<file path="src/wsrm_pkg.sv">
// Shared types, constants and helpers for the wildcard star regex matcher
`default_nettype none
package wsrm_pkg;

  localparam int MAX_PATTERN = 32;
  localparam int LEN_W       = $clog2(MAX_PATTERN + 1);
  localparam int IDX_W       = $clog2(MAX_PATTERN);
  localparam int SYM_W       = 8;
  localparam int OUT_W       = 8;

  typedef logic [SYM_W-1:0] sym_t;
  typedef logic [LEN_W-1:0] len_t;
  typedef logic [IDX_W-1:0] idx_t;
  typedef logic [MAX_PATTERN-1:0][SYM_W-1:0] pat_arr_t;

  localparam sym_t SYM_DOT  = 8'd46;
  localparam sym_t SYM_STAR = 8'd42;

  typedef enum logic {
    CMD_PATTERN = 1'b0,
    CMD_TEXT    = 1'b1
  } cmd_e;

  // One request as it leaves the input register
  typedef struct packed {
    logic vld;
    cmd_e cmd;
    sym_t sym;
    logic last;
  } step_t;

  // Pattern state seen by the row update
  typedef struct packed {
    pat_arr_t pat;
    len_t     len;
    logic     ovf;
  } pat_info_t;

  function automatic logic sym_hit(input sym_t elem, input sym_t c);
    return (elem == c) || (elem == SYM_DOT);
  endfunction

endpackage
`default_nettype wire

</file>
<file path="src/wildcard_star_regex_matcher.sv">
// Top level: input register, pattern store, row update, result register
// Result path: a text byte marked last is taken into the input register; its verdict
//   is then registered into out_vld_r, out_match_r and out_ovf_r once out_free is set.
// Throughput: one request per cycle; a result held by out_tready low stalls the
//   input only once the input register also holds a request.
// Reset: rst_n low clears lengths, flags, the row and both valid flags.
`default_nettype none
module wildcard_star_regex_matcher (
  input  wire logic                   clk,
  input  wire logic                   rst_n,
  input  wire logic                   in_tvalid,
  output logic                        in_tready,
  input  wire wsrm_pkg::sym_t         in_tdata,   // [7:0] symbol
  input  wire logic                   in_tuser,   // [0] command
  input  wire logic                   in_tlast,
  output logic                        out_tvalid,
  input  wire logic                   out_tready,
  output logic [wsrm_pkg::OUT_W-1:0]  out_tdata   // [0] matched, [1] overflow
);
  import wsrm_pkg::*;

  logic      in_vld_r;
  cmd_e      in_cmd_r;
  sym_t      in_sym_r;
  logic      in_last_r;
  logic      adv;
  logic      out_free;
  step_t     step;
  pat_info_t info;
  logic      full_hit;
  logic      res_now;
  logic      out_vld_r, out_vld_nxt;
  logic      out_match_r, out_ovf_r;

  assign out_free  = ~out_vld_r | out_tready;
  assign adv       = in_vld_r & out_free;
  assign in_tready = ~in_vld_r | out_free;

  always_ff @(posedge clk) begin
    if (!rst_n) begin
      in_vld_r <= 1'b0;
    end else if (in_tready) begin
      in_vld_r <= in_tvalid;
    end
  end

  always_ff @(posedge clk) begin
    if (in_tready && in_tvalid) begin
      in_cmd_r  <= cmd_e'(in_tuser);
      in_sym_r  <= in_tdata;
      in_last_r <= in_tlast;
    end
  end

  assign step.vld  = adv;
  assign step.cmd  = in_cmd_r;
  assign step.sym  = in_sym_r;
  assign step.last = in_last_r;

  wsrm_pat_store u_store (
    .clk   (clk),
    .rst_n (rst_n),
    .step  (step),
    .info  (info)
  );

  wsrm_row u_row (
    .clk      (clk),
    .rst_n    (rst_n),
    .step     (step),
    .info     (info),
    .full_hit (full_hit)
  );

  assign res_now = adv && (in_cmd_r == CMD_TEXT) && in_last_r;

  always_comb begin
    priority if (res_now) begin
      out_vld_nxt = 1'b1;
    end else if (out_tready) begin
      out_vld_nxt = 1'b0;
    end else begin
      out_vld_nxt = out_vld_r;
    end
  end

  always_ff @(posedge clk) begin
    if (!rst_n) begin
      out_vld_r <= 1'b0;
    end else begin
      out_vld_r <= out_vld_nxt;
    end
  end

  always_ff @(posedge clk) begin
    if (res_now) begin
      out_match_r <= (info.len != '0) && ~info.ovf && full_hit;
      out_ovf_r   <= info.ovf;
    end
  end

  assign out_tvalid = out_vld_r;
  assign out_tdata  = {{(OUT_W-2){1'b0}}, out_ovf_r, out_match_r};

endmodule
`default_nettype wire

</file>
<file path="src/wsrm_pat_store.sv">
// Pattern byte store with length, open and overflow tracking
`default_nettype none
module wsrm_pat_store (
  input  wire logic               clk,
  input  wire logic               rst_n,
  input  wire wsrm_pkg::step_t    step,
  output wsrm_pkg::pat_info_t     info
);
  import wsrm_pkg::*;

  pat_arr_t pat_r;
  len_t     len_r, len_nxt;
  logic     open_r, open_nxt;
  logic     ovf_r, ovf_nxt;
  len_t     base;
  logic     room;
  logic     wr_en;

  always_comb begin
    // a byte that opens a new pattern starts from an empty store
    base     = open_r ? len_r : '0;
    room     = base < LEN_W'(MAX_PATTERN);
    wr_en    = 1'b0;
    len_nxt  = len_r;
    open_nxt = open_r;
    ovf_nxt  = ovf_r;
    if (step.vld) begin
      unique case (step.cmd)
        CMD_PATTERN: begin
          wr_en    = room;
          len_nxt  = room ? LEN_W'(base + 1'b1) : base;
          ovf_nxt  = (open_r & ovf_r) | ~room;
          open_nxt = ~step.last;
        end
        CMD_TEXT: begin
          open_nxt = 1'b0;
        end
        default: begin
          open_nxt = open_r;
        end
      endcase
    end
  end

  always_ff @(posedge clk) begin
    if (!rst_n) begin
      len_r  <= '0;
      open_r <= 1'b0;
      ovf_r  <= 1'b0;
    end else begin
      len_r  <= len_nxt;
      open_r <= open_nxt;
      ovf_r  <= ovf_nxt;
    end
  end

  always_ff @(posedge clk) begin
    if (wr_en) begin
      pat_r[base[IDX_W-1:0]] <= step.sym;
    end
  end

  assign info.pat = pat_r;
  assign info.len = len_r;
  assign info.ovf = ovf_r;

endmodule
`default_nettype wire

</file>
<file path="src/wsrm_row.sv">
// Match table row register and its parallel per-byte update
`default_nettype none
module wsrm_row (
  input  wire logic                clk,
  input  wire logic                rst_n,
  input  wire wsrm_pkg::step_t     step,
  input  wire wsrm_pkg::pat_info_t info,
  output logic                     full_hit
);
  import wsrm_pkg::*;

  logic [MAX_PATTERN:0] row_r, row_nxt;
  logic [MAX_PATTERN:0] start_row;
  logic [MAX_PATTERN:0] base_row;
  logic [MAX_PATTERN:0] adv_row;
  logic                 active_r, active_nxt;

  always_comb begin
    // row for the empty text prefix: only star pairs can be skipped
    start_row    = '0;
    start_row[0] = 1'b1;
    for (int j = 2; j <= MAX_PATTERN; j++) begin
      start_row[j] = (LEN_W'(j) <= info.len) && (info.pat[j-1] == SYM_STAR)
                     && start_row[j-2];
    end
  end

  assign base_row = active_r ? row_r : start_row;

  always_comb begin
    adv_row    = '0;
    adv_row[1] = (LEN_W'(1) <= info.len) && (info.pat[0] != SYM_STAR)
                 && sym_hit(info.pat[0], step.sym) && base_row[0];
    for (int j = 2; j <= MAX_PATTERN; j++) begin
      if (info.pat[j-1] == SYM_STAR) begin
        // skip the pair, or repeat the preceding element once more
        adv_row[j] = (LEN_W'(j) <= info.len)
                     && (adv_row[j-2]
                         || (sym_hit(info.pat[j-2], step.sym) && base_row[j]));
      end else begin
        adv_row[j] = (LEN_W'(j) <= info.len)
                     && sym_hit(info.pat[j-1], step.sym) && base_row[j-1];
      end
    end
  end

  assign full_hit = adv_row[info.len];

  always_comb begin
    row_nxt    = row_r;
    active_nxt = active_r;
    if (step.vld) begin
      unique case (step.cmd)
        CMD_PATTERN: active_nxt = 1'b0;
        CMD_TEXT: begin
          row_nxt    = adv_row;
          active_nxt = ~step.last;
        end
        default: active_nxt = active_r;
      endcase
    end
  end

  always_ff @(posedge clk) begin
    if (!rst_n) begin
      row_r    <= '0;
      active_r <= 1'b0;
    end else begin
      row_r    <= row_nxt;
      active_r <= active_nxt;
    end
  end

endmodule
`default_nettype wire

</file>
<file path="config.mk">
export PLATFORM = sky130hd
export DESIGN_NAME = wildcard_star_regex_matcher
export DESIGN_NICKNAME = d
export VERILOG_FILES = /design/src/wsrm_pkg.sv /design/src/wildcard_star_regex_matcher.sv /design/src/wsrm_pat_store.sv /design/src/wsrm_row.sv
export SDC_FILE = /design/constraint.sdc
export NUM_CORES = 1
export LEC_CHECK = 0
export ABC_AREA = 1
export BUFFER_PORTS_ARGS = -buffer_cell sky130_fd_sc_hd__buf_4
export CORE_UTILIZATION = 60
export CTS_CLUSTER_DIAMETER = 150
export DETAILED_ROUTE_END_ITERATION = 10
export GPL_TIMING_DRIVEN = 0
export PLACE_DENSITY = 0.76
export SYNTH_ARGS = -nofsm -noshare
export SYNTH_HDL_FRONTEND = slang
export SYNTH_SLANG_ARGS = --single-unit
</file>
<file path="constraint.sdc">
create_clock -name clk -period 5.8 [get_ports clk]
set_clock_uncertainty 0.1 [all_clocks]
set_input_delay 0 -clock clk [delete_from_list [all_inputs] [get_ports clk]]
set_output_delay 0 -clock clk [all_outputs]
set_load 0.005 [all_outputs]
</file>
==> results.cfg <==
[status]
outcome = complete, no violations

[grt]
antenna_found_initial = 0
globalRouteTotalUtil_pct = 33.0
grt-ovfl-total = 0
number_of_global_route_vias_before_repair = 12700
grt_first_pass_wirelength_um = 70200
grt_start_max_net_pins = 20

[clock_network]
clock_insertion_delay_worst_skew_ns = 0.53
clk_pin_slew_ns = 0.06
htree_levels = 2
cts_tree = built
cts_buffer_depth = 3
clockRootBuffer = sky130_fd_sc_hd__clkbuf_16
cts.sinks = 311
number_of_buffers_inserted_during_clock_tree_synthesis = 34

[route]
drc = 0
final_antenna_net_count = 0
vias_per_cell = 5.99
routed_wl_um = 45700
highest_metal_layer_with_signal_wires = met4
drt_iter0_markers = 1320
route.layer.met1.wl_um = 19000
detailed_route_via_count = 13300
met3RoutedLength_um = 4160
drt-wirelength-per-cell_um = 20.5
drt_first_pass_iters = 6
met2_wirelength_um = 21300

[timing]
finalSetupViolCount = 0
max_clock_freq_mhz = 188
finalCritPeriodShare_pct = 91.6
timing.final.max_slew_violations = 0
holdWs_ns = 0.0885
slew-limit-headroom_pct = 28.9
post-route-min-period_ns = 5.31
setup_tns_ns = 0
timing_hold_violations_final = 0
grt_setup_unrepaired = no
timing_worst_slew_pin_value_ns = 1.07

[floorplan]
initial_core_util_pct = 61.4
dieHeight_um = 168
dieArea_um2 = 28300
rows = 60
die_w_um = 168
core_area_um2 = 27000
pin_count = 24

[setup_path]
startpoint_class_of_the_critical_path = register
worst-endpoint-required_ns = 6.06
cp_common_cell = sky130_fd_sc_hd__nand3_2
critical_path.slowest_cell = sky130_fd_sc_hd__edfxtp_1
timing.setup.critical_path_class = register to register
data_arrival_time_of_the_critical_path_ns = 5.57
critical_path.max_stage_delay_ns = 0.95
path_cells = buf_2 -> buf_2 -> buf_1 -> xnor2_1 -> nand4_1 -> o41ai_1 -> nand3_1 -> nand3_2 -> nand2_2 -> nand3_2 -> nand2_2 -> nand3_2 -> nand2_2 -> nand3_2 -> nand2_2 -> nand3_1 -> o21ai_2 -> inv_2 -> nand3_2 -> nand2_1 -> nand2_1 -> nand2_1 -> nand2_1 -> nor2_1
setup.worst_path.end_class = register
worstPathMaxFanout = 17

[synthesis]
largest_area_contributor_in_the_netlist = sky130_fd_sc_hd__edfxtp_1
syn-mean-instance-area_um2 = 9.34
netlist.area_leader.share_pct = 48.5
yosys_warnings = 0
mapped_cell_area_um2 = 16600
netlist_instances = 1777
ys_seq_area_share_pct = 53.6
yosys_register_bits = 311
synth_edf_count = 268
yosys.cell_types.count = 52
dominantRegCellSynth = sky130_fd_sc_hd__edfxtp_1
synthArstFlopShare_pct = 0
synth_area_leaders = sky130_fd_sc_hd__edfxtp_1 48%, sky130_fd_sc_hd__nand2_1 8.1%, sky130_fd_sc_hd__xnor2_1 6.2%

[layout]
areaGrowthSynthToFinish_pct = 12.4
most-common-layout-cells = 359 x sky130_fd_sc_hd__nand2_1, 268 x sky130_fd_sc_hd__edfxtp_1, 239 x sky130_fd_sc_hd__inv_1
instances_no_fill = 2227
layout-drive-gt1-share_pct = 11.3
most_common_cell_after_layout_fill_and_taps_aside = sky130_fd_sc_hd__nand2_1
nets = 1879
postLayoutCoreUtil_pct = 69.1
antenna_cells_inserted = 0

[power]
total_leakage_power_uw = 0.00759
seqPwrFrac_pct = 50.5
power.switching_fraction_pct = 23.3
p_int_uw = 3760
clock_power_share_pct = 42.6
power_density_nw_per_um2 = 263
power.switching_uw = 1140
vdd_ir_drop_max_uv = 307
totalPowerFinal_uw = 4900
proportion_of_power_drawn_by_combinational_gates_pct = 6.9

[place]
buffer_ports.inserted = 17
place.detailed.hpwl_um = 32500
gp_congestion = 1.02
post-place-cells = 2151

[hold_path]
holdCritPathClass = primary input to register

[run]
maxCapViolCount = 0
-- power groups by stage --
stage / registers (µW) / logic [µW] / clock network, µW
after floorplan: 2520 / 188 / 0
after global placement: 2550 / 267 / 0
after detailed placement: 2520 / 323 / 0
after CTS: 2470 / 333 / 2100
after global routing: 2480 / 360 / 2180
final: 2470 / 338 / 2090
-- path summary, 6_finish.rpt --
kind	end	startpoint	cells past startpoint	slack, ns
worst min register to register	u_row.row_r[27]$_SDFFE_PN0P_	u_row.row_r[27]$_SDFFE_PN0P_	2	0.40
worst max register to register	out_match_r$_DFFE_PP_	in_sym_r[3]$_DFFE_PP_	24	0.49
worst min-delay path	in_sym_r[4]$_DFFE_PP_	in_tdata[4]	2	0.09
worst max-delay path	out_match_r$_DFFE_PP_	in_sym_r[3]$_DFFE_PP_	24	0.49
-- layer usage --
layer | vias up | global-route usage (%)
li1 | 6196 | -
met1 | 6365 | 45.9
met2 | 662 | 53.4
met3 | 114 | 4.16
met4 | 0 | 11.9
met5 | - | 0
-- logic make-up after synthesis --
logic type / count (synthesis) / synth area share, %
DFF: 311 / 53.6
other: 1 / 0.0226
buffers and inverters: 317 / 7.87
muxes: 1 / 0.0603
adders and majority gates: 4 / 0.301
and+or+nand+nor: 820 / 23.5
xor gates and xnor gates: 149 / 7.86
AOI/OAI and AO/OA: 174 / 6.74
-- area by class of cell --
type                            count  area [µm²]
Tap cell                          341         427
Fill cell                        2001        8360
Clock inverter                     21         179
Inverter                          252         956
Sequential cell                   311        8910
Timing Repair Buffer               43         556
Buffer                             65         353
Multi-Input combinational cell   1154        6410
Clock buffer                       40         883
-- stage by stage --
| stage | worst slack, ns | area (µm²) |
|---|---|---|
| 2_1_floorplan | 1.85 | 16600 |
| 3_3_place_gp | -0.282 | 17200 |
| 3_5_place_dp | 0.346 | 17500 |
| 4_1_cts | 0.299 | 18700 |
| 5_1_grt | 0.181 | 18700 |
| 6_report | 0.489 | 18700 |
-- synth_stat cells (all sizes together) (15+ instances only) --
| cell type | n |
|---|---|
| nor2 | 141 |
| o21bai | 15 |
| buf | 41 |
| xnor2 | 117 |
| or2 | 25 |
| nor4 | 30 |
| inv | 251 |
| a21oi | 31 |
| dfxtp | 43 |
| nand2 | 389 |
| nand4 | 111 |
| o21ai | 62 |
| xor2 | 32 |
| nand3 | 101 |
| edfxtp | 268 |
| o41ai | 20 |
| clkbuf | 24 |
| nor3 | 19 |
-- flip-flops by register name, summed over array words and instances (netlist names) --
signal,flops
in_vld_r,1
out_ovf_r,1
in_last_r,1
u_store.ovf_r,1
in_cmd_r,1
out_tvalid,1
u_row.row_r,32
u_store.info,256
u_store.open_r,1
u_row.active_r,1
out_match_r,1
in_sym_r,8
u_store.len_r,6
-- worst max-delay path, delay by kind of cell (launching register included) --
kind	cells	cell delay, ns
DFF	1	0.95
xor gates and xnor gates	1	0.20
AOI/OAI and AO/OA	2	0.75
and+or+nand+nor	17	1.46
buffers and inverters	4	1.65
-- what timing repair did --
item	4_1_cts	5_1_grt
buffers inserted	0	0
setup endpoints to repair	0	1
hold buffers	15	0
gates resized for setup	0	3
hold endpoints to repair	23	0
Power figures use the tool's default switching activity.
